File: src/trb_pkg.sv
// ----------------------------------------------------------------------------
// trb_pkg
// Shared constants and types for the transfer ring producer.
// ----------------------------------------------------------------------------
package trb_pkg;

    localparam int RING_ENTRIES_DEF = 256;

    localparam int ADDR_W    = 64;
    localparam int WORD_W    = 32;
    localparam int LEN_W     = 21;
    localparam int CHUNK_W   = 17;
    localparam int SLOT_W    = 8;
    localparam int CFG_IDX_W = 8;

    localparam logic [24:0] MAX_LENGTH = 25'd1048576;
    localparam logic [CHUNK_W-1:0] SEG_SIZE = 17'h10000;

    localparam logic [WORD_W-1:0] CTRL_LINK_TYPE = 32'(6) << 10;
    localparam logic [WORD_W-1:0] CTRL_TOGGLE    = 32'h0000_0002;
    localparam logic [WORD_W-1:0] CTRL_CHAIN     = 32'h0000_0010;
    localparam logic [WORD_W-1:0] CTRL_CYCLE     = 32'h0000_0001;

    localparam logic [1:0] MODE_REINIT = 2'd0;
    localparam logic [1:0] MODE_SINGLE = 2'd1;
    localparam logic [1:0] MODE_SPLIT  = 2'd2;

    localparam logic [CFG_IDX_W-1:0] CFG_RING_BASE  = 8'd0;
    localparam logic [CFG_IDX_W-1:0] CFG_LINK_CHAIN = 8'd1;

    typedef struct packed {
        logic [CHUNK_W-1:0] chunk;
        logic               done;
        logic [ADDR_W-1:0]  addr_next;
        logic [LEN_W-1:0]   left_next;
    } seg_result_t;

endpackage

File: src/trb_ring_producer_unit.sv
// ----------------------------------------------------------------------------
// trb_ring_producer_unit
// Producer side of a transfer descriptor ring with link wrap handling.
// ----------------------------------------------------------------------------
// Usage:
//   cfg channel writes ring_base_address (index 0) and link_chain_bit
//   (index 1) while idle; cfg_ready is always high.
//   in channel takes one request: mode 0 reinit, 1 single descriptor,
//   2 split buffer. The block drops in_ready until the request is done.
//   out channel delivers one descriptor write per item; last_write marks
//   the final write of a request, which may be a link rewrite.
// Timing:
//   A request is accepted, then a sequencer emits one write per cycle
//   while the output register is free, through a single segment step
//   unit (boundary, clip, add). Mode 0 writes one link, mode 1 one
//   descriptor plus a link at the wrap, mode 2 up to about 17 pieces
//   plus links. Empty, oversized and unused-mode requests emit nothing.
// Stall: the output register holds a result until out_ready; the
//   sequencer waits on it. A new request may be accepted while the last
//   result of the previous one still waits.
// Reset: index 0, cycle bit 1, config registers 0, no result pending.
// ----------------------------------------------------------------------------
module trb_ring_producer_unit
    import trb_pkg::*;
#(
    parameter int RING_ENTRIES = RING_ENTRIES_DEF
)
(
    input  logic                 clk,
    input  logic                 rst_n,

    input  logic                 cfg_valid,
    output logic                 cfg_ready,
    input  logic [CFG_IDX_W-1:0] cfg_index,
    input  logic [ADDR_W-1:0]    cfg_data,

    input  logic                 in_valid,
    output logic                 in_ready,
    input  logic [1:0]           mode,
    input  logic [ADDR_W-1:0]    param_word,
    input  logic [WORD_W-1:0]    status_word,
    input  logic [LEN_W-1:0]     buffer_length,
    input  logic [WORD_W-1:0]    control_word,
    input  logic [WORD_W-1:0]    tail_control,

    output logic                 out_valid,
    input  logic                 out_ready,
    output logic [SLOT_W-1:0]    entry_index,
    output logic [ADDR_W-1:0]    trb_parameter,
    output logic [WORD_W-1:0]    trb_status,
    output logic [WORD_W-1:0]    desc_control,
    output logic                 is_link,
    output logic                 last_write
);

    localparam int IDX_W = $clog2(RING_ENTRIES);
    localparam logic [IDX_W-1:0] LAST_SLOT = IDX_W'(RING_ENTRIES - 1);
    localparam logic [IDX_W-1:0] WRAP_SLOT = IDX_W'(RING_ENTRIES - 2);

    typedef enum logic [2:0] {
        ST_IDLE = 3'b001,
        ST_PUT  = 3'b010,
        ST_LINK = 3'b100
    } state_t;

    state_t             state_reg, state_next;
    logic [IDX_W-1:0]   idx_reg, idx_next;
    logic               cycle_reg, cycle_next;
    logic [ADDR_W-1:0]  base_reg;
    logic               chain_reg;
    logic               toggle_reg, toggle_next;
    logic               link_last_reg, link_last_next;

    logic               split_reg, split_next;
    logic [ADDR_W-1:0]  addr_reg, addr_next;
    logic [LEN_W-1:0]   left_reg, left_next;
    logic [WORD_W-1:0]  sts_reg, sts_next;
    logic [WORD_W-1:0]  ctl_reg, ctl_next;
    logic [WORD_W-1:0]  fin_reg, fin_next;

    logic               out_valid_reg, out_valid_next;
    logic [SLOT_W-1:0]  out_idx_reg, out_idx_next;
    logic [ADDR_W-1:0]  out_par_reg, out_par_next;
    logic [WORD_W-1:0]  out_sts_reg, out_sts_next;
    logic [WORD_W-1:0]  out_ctl_reg, out_ctl_next;
    logic               out_link_reg, out_link_next;
    logic               out_last_reg, out_last_next;

    logic               slot_free;
    logic               emit;
    logic               piece_done;
    logic               wrap;
    logic               len_ok;
    logic [WORD_W-1:0]  link_ctl;
    seg_result_t        seg;

    trb_seg_step u_seg_step (
        .addr (addr_reg),
        .left (left_reg),
        .res  (seg)
    );

    assign cfg_ready = 1'b1;
    assign in_ready  = (state_reg == ST_IDLE);
    assign slot_free = !out_valid_reg || out_ready;

    assign len_ok   = (buffer_length != '0) && (25'(buffer_length) <= MAX_LENGTH);
    assign link_ctl = CTRL_LINK_TYPE | CTRL_TOGGLE | (chain_reg ? CTRL_CHAIN : '0)
                    | (cycle_reg ? CTRL_CYCLE : '0);
    assign piece_done = !split_reg || seg.done;
    assign wrap       = (idx_reg == WRAP_SLOT);

    always_comb
    begin
        state_next     = state_reg;
        idx_next       = idx_reg;
        cycle_next     = cycle_reg;
        toggle_next    = toggle_reg;
        link_last_next = link_last_reg;
        split_next     = split_reg;
        addr_next      = addr_reg;
        left_next      = left_reg;
        sts_next       = sts_reg;
        ctl_next       = ctl_reg;
        fin_next       = fin_reg;
        emit           = 1'b0;
        out_idx_next   = out_idx_reg;
        out_par_next   = out_par_reg;
        out_sts_next   = out_sts_reg;
        out_ctl_next   = out_ctl_reg;
        out_link_next  = out_link_reg;
        out_last_next  = out_last_reg;

        case (state_reg)
            ST_IDLE:
            begin
                if (in_valid)
                begin
                    case (mode)
                        MODE_REINIT:
                        begin
                            idx_next       = '0;
                            cycle_next     = 1'b1;
                            toggle_next    = 1'b0;
                            link_last_next = 1'b1;
                            state_next     = ST_LINK;
                        end
                        MODE_SINGLE:
                        begin
                            split_next = 1'b0;
                            addr_next  = param_word;
                            sts_next   = status_word;
                            ctl_next   = control_word;
                            state_next = ST_PUT;
                        end
                        MODE_SPLIT:
                        begin
                            if (len_ok)
                            begin
                                split_next = 1'b1;
                                addr_next  = param_word;
                                left_next  = buffer_length;
                                ctl_next   = control_word;
                                fin_next   = tail_control;
                                state_next = ST_PUT;
                            end
                        end
                        default:
                        begin
                            state_next = ST_IDLE;
                        end
                    endcase
                end
            end
            ST_PUT:
            begin
                if (slot_free)
                begin
                    emit          = 1'b1;
                    out_idx_next  = SLOT_W'(idx_reg);
                    out_par_next  = addr_reg;
                    out_link_next = 1'b0;
                    out_last_next = piece_done && !wrap;
                    if (split_reg)
                    begin
                        out_sts_next = WORD_W'(seg.chunk);
                        out_ctl_next = ctl_reg | (seg.done ? fin_reg : CTRL_CHAIN);
                    end
                    else
                    begin
                        out_sts_next = sts_reg;
                        out_ctl_next = ctl_reg;
                    end
                    out_ctl_next = out_ctl_next | (cycle_reg ? CTRL_CYCLE : '0);
                    addr_next    = seg.addr_next;
                    left_next    = seg.left_next;
                    if (wrap)
                    begin
                        idx_next       = '0;
                        toggle_next    = 1'b1;
                        link_last_next = piece_done;
                        state_next     = ST_LINK;
                    end
                    else
                    begin
                        idx_next = idx_reg + IDX_W'(1);
                        if (piece_done)
                        begin
                            state_next = ST_IDLE;
                        end
                    end
                end
            end
            ST_LINK:
            begin
                if (slot_free)
                begin
                    emit          = 1'b1;
                    out_idx_next  = SLOT_W'(LAST_SLOT);
                    out_par_next  = base_reg;
                    out_sts_next  = '0;
                    out_ctl_next  = link_ctl;
                    out_link_next = 1'b1;
                    out_last_next = link_last_reg;
                    cycle_next    = cycle_reg ^ toggle_reg;
                    state_next    = link_last_reg ? ST_IDLE : ST_PUT;
                end
            end
            default:
            begin
                state_next = ST_IDLE;
            end
        endcase
    end

    always_comb
    begin
        if (emit)
        begin
            out_valid_next = 1'b1;
        end
        else if (out_ready)
        begin
            out_valid_next = 1'b0;
        end
        else
        begin
            out_valid_next = out_valid_reg;
        end
    end

    always_ff @(posedge clk or negedge rst_n)
    begin
        if (!rst_n)
        begin
            state_reg     <= ST_IDLE;
            idx_reg       <= '0;
            cycle_reg     <= 1'b1;
            toggle_reg    <= 1'b0;
            link_last_reg <= 1'b0;
            out_valid_reg <= 1'b0;
            base_reg      <= '0;
            chain_reg     <= 1'b0;
        end
        else
        begin
            state_reg     <= state_next;
            idx_reg       <= idx_next;
            cycle_reg     <= cycle_next;
            toggle_reg    <= toggle_next;
            link_last_reg <= link_last_next;
            out_valid_reg <= out_valid_next;
            if (cfg_valid && cfg_index == CFG_RING_BASE)
            begin
                base_reg <= cfg_data;
            end
            if (cfg_valid && cfg_index == CFG_LINK_CHAIN)
            begin
                chain_reg <= cfg_data[0];
            end
        end
    end

    always_ff @(posedge clk)
    begin
        split_reg <= split_next;
        addr_reg  <= addr_next;
        left_reg  <= left_next;
        sts_reg   <= sts_next;
        ctl_reg   <= ctl_next;
        fin_reg   <= fin_next;
        if (emit)
        begin
            out_idx_reg  <= out_idx_next;
            out_par_reg  <= out_par_next;
            out_sts_reg  <= out_sts_next;
            out_ctl_reg  <= out_ctl_next;
            out_link_reg <= out_link_next;
            out_last_reg <= out_last_next;
        end
    end

    assign out_valid     = out_valid_reg;
    assign entry_index   = out_idx_reg;
    assign trb_parameter = out_par_reg;
    assign trb_status    = out_sts_reg;
    assign desc_control  = out_ctl_reg;
    assign is_link       = out_link_reg;
    assign last_write    = out_last_reg;

    a_link_slot: assert property (@(posedge clk) disable iff (!rst_n)
        out_valid && is_link |-> entry_index == SLOT_W'(LAST_SLOT))
        else $error("link write not at last slot");

    a_idx_range: assert property (@(posedge clk) disable iff (!rst_n)
        idx_reg != LAST_SLOT)
        else $error("enqueue index reached link slot");

    a_cycle_toggle: assert property (@(posedge clk) disable iff (!rst_n)
        emit && state_reg == ST_LINK && toggle_reg |=> cycle_reg != $past(cycle_reg))
        else $error("cycle bit did not toggle on wrap");

    a_busy_no_accept: assert property (@(posedge clk) disable iff (!rst_n)
        emit |-> !in_ready)
        else $error("request accepted while emitting");

endmodule

File: src/trb_seg_step.sv
// ----------------------------------------------------------------------------
// trb_seg_step
// One buffer split step: piece length up to the next 64 KiB boundary,
// clipped to the bytes left, with the advanced address and remainder.
// ----------------------------------------------------------------------------
module trb_seg_step
    import trb_pkg::*;
(
    input  logic [ADDR_W-1:0] addr,
    input  logic [LEN_W-1:0]  left,
    output seg_result_t       res
);

    logic [CHUNK_W-1:0] to_boundary;
    logic               fits;

    always_comb
    begin
        to_boundary   = SEG_SIZE - {1'b0, addr[15:0]};
        fits          = LEN_W'(to_boundary) >= left;
        res.done      = fits;
        res.chunk     = fits ? CHUNK_W'(left) : to_boundary;
        res.addr_next = addr + ADDR_W'(res.chunk);
        res.left_next = left - LEN_W'(res.chunk);
    end

endmodule

File: config.mk
export PLATFORM = sky130hd
export DESIGN_NAME = trb_ring_producer_unit
export DESIGN_NICKNAME = d
export VERILOG_FILES = /design/src/trb_pkg.sv /design/src/trb_ring_producer_unit.sv /design/src/trb_seg_step.sv
export SDC_FILE = /design/constraint.sdc
export NUM_CORES = 1
export LEC_CHECK = 0
export BUFFER_PORTS_ARGS = -buffer_cell sky130_fd_sc_hd__buf_2
export CAP_MARGIN = 15
export CORE_MARGIN = 2
export CORE_UTILIZATION = 46
export CTS_BUF_LIST = sky130_fd_sc_hd__clkbuf_2
export DETAILED_ROUTE_END_ITERATION = 10
export GPL_TIMING_DRIVEN = 0
export PLACE_DENSITY = 0.67
export SYNTH_ARGS = -nofsm -noshare
export SYNTH_HDL_FRONTEND = slang
export SYNTH_HIERARCHICAL = 1
export SYNTH_SLANG_ARGS = --single-unit
File: constraint.sdc
create_clock -name clk -period 13.8 [get_ports clk]
set_input_delay 1.38 -clock clk [delete_from_list [all_inputs] [get_ports clk]]
set_output_delay 1.38 -clock clk [all_outputs]
set_load 0.005 [all_outputs]
==> results_dict.tcl <==
set metrics [dict create \
    htreeDepth 3 \
    arrival_ps 8610 \
    ir_worst_vdd_mv 0.0949 \
    worst_pin_slew_ps 995 \
    grt_antenna_before_repair 20 \
    maxCapViolCount 0 \
    ys_types 78 \
    utilization_pct 55.8 \
    synth_top_family_by_area "simple AND/OR/NAND/NOR gates" \
    drtPass1Iterations 5 \
    rsz0062_at_grt "false" \
    crit_fanout 10 \
    dpl.hpwl_mm 40.8 \
    crit_type "flop to flop" \
    routed_via_density 5.35 \
    drt-total-wl_mm 55.0 \
    clk_latency_ps 1150 \
    outcome "finished clean" \
    syn_nets 1950 \
    grt_pass1_wl_mm 83.2 \
    numPortBuffers 399 \
    cts_buffers 104 \
    r2r_slack_ps 6060 \
    slew_violations 0 \
    synth-simple-area-share_pct 13.8 \
    ys_ff_latch 400 \
    yosys_warnings 6 \
    grt_max_degree 53 \
    setup_viol 0 \
    syn_area_per_cell_um2 12.0 \
    hold_class "primary input to asynchronous set/reset pin" \
    seq_area_frac_synth_pct 59.2 \
    cts-root-buf "clkbuf_2" \
    fin_setup_tns_ps 0 \
    post_synth_fa_ha_maj_area_fraction_pct 3.97 \
    cts.repair.resized 0 \
    die_area_mm2 0.0443 \
    wl_per_cell_um 19.8 \
    synth_xor_area_share_pct 3.93 \
    finalCriticalPeriod_ps 7740 \
    fin_crit_sh_pct 56.1 \
    nets 2461 \
    fmax_mhz 129 \
    clkSinkCount 400 \
    drt_iter0_markers 1051 \
    netlist_area_mm2 0.0196 \
    pwr_density_cell_mw_per_mm2 160 \
    skew_ps 90.5 \
    vias 14900 \
    layout-drive-gt1-share_pct 34.7 \
    start_util_pct 46.7 \
    grt_pass1_vias 15000 \
    fp-row-count 75 \
    netlist_instances 1629 \
    globalplace.congestion 0.905 \
    postCtsSetupRepairBufs 0 \
    synth_edf_count 320 \
    synthMuxAreaShare_pct 9.64 \
    clockBufferDepth 3 \
    overflow 0 \
    r2r-end "addr_reg[63]" \
    ys.flop_type "edfxtp_1" \
    slew_headroom_pct 33.7 \
    async_flop_share_pct 20.0 \
    leakage_nw 10.1 \
    area_delta_synth_final_pct 19.7 \
    cts_tree "built" \
    critical-path-max-stage-delay_ps 600 \
    hold_viol 0 \
    cts-hold-fix-buffers 0 \
    setup_slack_ps 6060 \
    r2r_cells 22 \
    dp_slack_ps 6330 \
    cp-end-kind "flop" \
    synth-compound-area-share_pct 7.11 \
    clk_pin_slew_ps 110 \
    slowest_stage "or4_4" \
    rr_startpoint "addr_reg[5]" \
    core-area_mm2 0.0420 \
    worstSetupStartpointType "flop" \
    critPathRequiredTime_ps 14670 \
    antenna_left 0 \
    track_usage_pct 24.8 \
    path_cells "or4_4, or3_1, nor4_1, xnor2_1, ha_1, a21o_1, a21o_1, a21oi_1, nand2b_1, a21oi_1, clkbuf_1, a221o_1, ha_1, nand4_1, nor4_1, o311ai_1, a31oi_4, nand2_2, nor4_4, nand4_1, xnor2_1, mux2_2" \
    drc 0 \
    die_h_um 211 \
    die_w_um 211 \
    ios 401 \
]
==> cell usage in the layout (no fill, tap or decap), drive strengths merged, types with 5 or more instances in the layout <==
cell type  count
buf          428
edfxtp       320
nand2        258
clkbuf       204
mux2         151
nor2         127
dfrtp         78
a21oi         76
xnor2         66
ha            59
inv           52
nand3         45
o21ai         34
and2          27
xor2          22
and3          22
a21o          21
clkinv        21
diode         19
mux2i         19
nand2b        16
nand4         16
nor4          14
nor3          14
a221o         11
nor2b         10
a211oi        10
o21a          10
or3            7
a31oi          7
or2            6
and4           6
o31ai          6
a211o          5
==> synthesized netlist by cell type, types with 5 or more instances <==
| master | instances | area [um^2] |
|---|---|---|
| nor3_1 | 13 | 65.1 |
| a221o_1 | 11 | 110 |
| xor2_1 | 22 | 193 |
| o21ai_0 | 34 | 170 |
| ha_1 | 59 | 738 |
| nand2b_1 | 16 | 100 |
| inv_1 | 49 | 184 |
| mux2_2 | 150 | 1690 |
| edfxtp_1 | 320 | 9610 |
| nor2_1 | 126 | 473 |
| xnor2_1 | 66 | 578 |
| nand3_1 | 44 | 220 |
| o21a_1 | 10 | 75.1 |
| buf_2 | 15 | 75.1 |
| or3_1 | 7 | 43.8 |
| a211oi_1 | 10 | 75.1 |
| buf_1 | 6 | 22.5 |
| o31ai_1 | 5 | 37.5 |
| dfrtp_1 | 78 | 1950 |
| a21oi_1 | 76 | 380 |
| clkbuf_1 | 37 | 139 |
| mux2i_1 | 19 | 190 |
| or2_2 | 6 | 37.5 |
| a21o_1 | 21 | 158 |
| nand2_1 | 257 | 965 |
| and4_1 | 6 | 52.6 |
| and3_1 | 22 | 138 |
| nor4_1 | 13 | 81.3 |
| a211o_1 | 5 | 43.8 |
| a31oi_1 | 6 | 37.5 |
| nor2b_1 | 10 | 62.6 |
| and2_1 | 27 | 169 |
| nand4_1 | 16 | 100 |
==> metal layers <==
layer / GRT usage, % / wire [um] / vias to the layer above
met5: 0 / 39 / -
met4: 10.4 / 1810 / 8
met3: 7.84 / 4580 / 123
met2: 39.2 / 25600 / 558
met1: 31.6 / 23000 / 7187
li1: - / - / 7009
==> critical path: cells and delay by family, from the launching register on <==
kind	cells	cell delay (ps)
and+or+nand+nor	9	2910
AOI/OAI and AO/OA	7	2230
xor gates and xnor gates	2	460
muxes	1	260
buffers and inverters	1	470
DFF	1	500
adders and majority gates	2	610
==> final cells by class <==
cell class,instances,area (um^2)
Sequential cell,400,11600
Fill cell,3700,18600
Buffer,61,256
Timing Repair Buffer,405,2140
Antenna cell,19,47.5
Tap cell,539,674
Clock buffer,166,831
Multi-Input combinational cell,1117,7580
Inverter,51,193
Clock inverter,25,138
==> kinds of logic after synthesis <==
kind of cell	count (synthesis)
DFF	400
buffers and inverters	112
and+or+nand+nor	584
xor gates and xnor gates	88
other	1
AOI/OAI and AO/OA	213
adders and majority gates	61
muxes	170
==> through the flow <==
| stage | hold slack [ps] | total power [mW] | instances | cell area (um^2) |
|---|---|---|---|---|
| finish | 224 | 3.76 | 2783 | 23500 |
| detailed placement | 495 | 2.94 | 2572 | 22400 |
| global route | 143 | 4.01 | 2780 | 23500 |
| CTS | 131 | 3.79 | 2763 | 23400 |
| global placement | 489 | 2.91 | 2567 | 22300 |
| floorplan | 461 | 2.51 | 1629 | 19600 |
==> where the power goes <==
group	switching [mW]	internal [mW]	total, mW
Sequential	0.113	1.56	1.67
Combinational	0.733	0.516	1.25
Clock	0.504	0.337	0.840
Total	1.35	2.41	3.76
==> worst max path at each step <==
stage | end | startpoint | slack [ps]
after floorplan | addr_reg[42] | addr_reg[5] | 7620
after global placement | addr_reg[33] | buffer_length[12] | 5170
after detailed placement | addr_reg[63] | addr_reg[5] | 6330
after CTS | addr_reg[34] | addr_reg[5] | 6260
after global routing | addr_reg[34] | addr_reg[5] | 5730
final | addr_reg[63] | addr_reg[5] | 6060
Note: power is estimated with default switching activity, not from simulation.
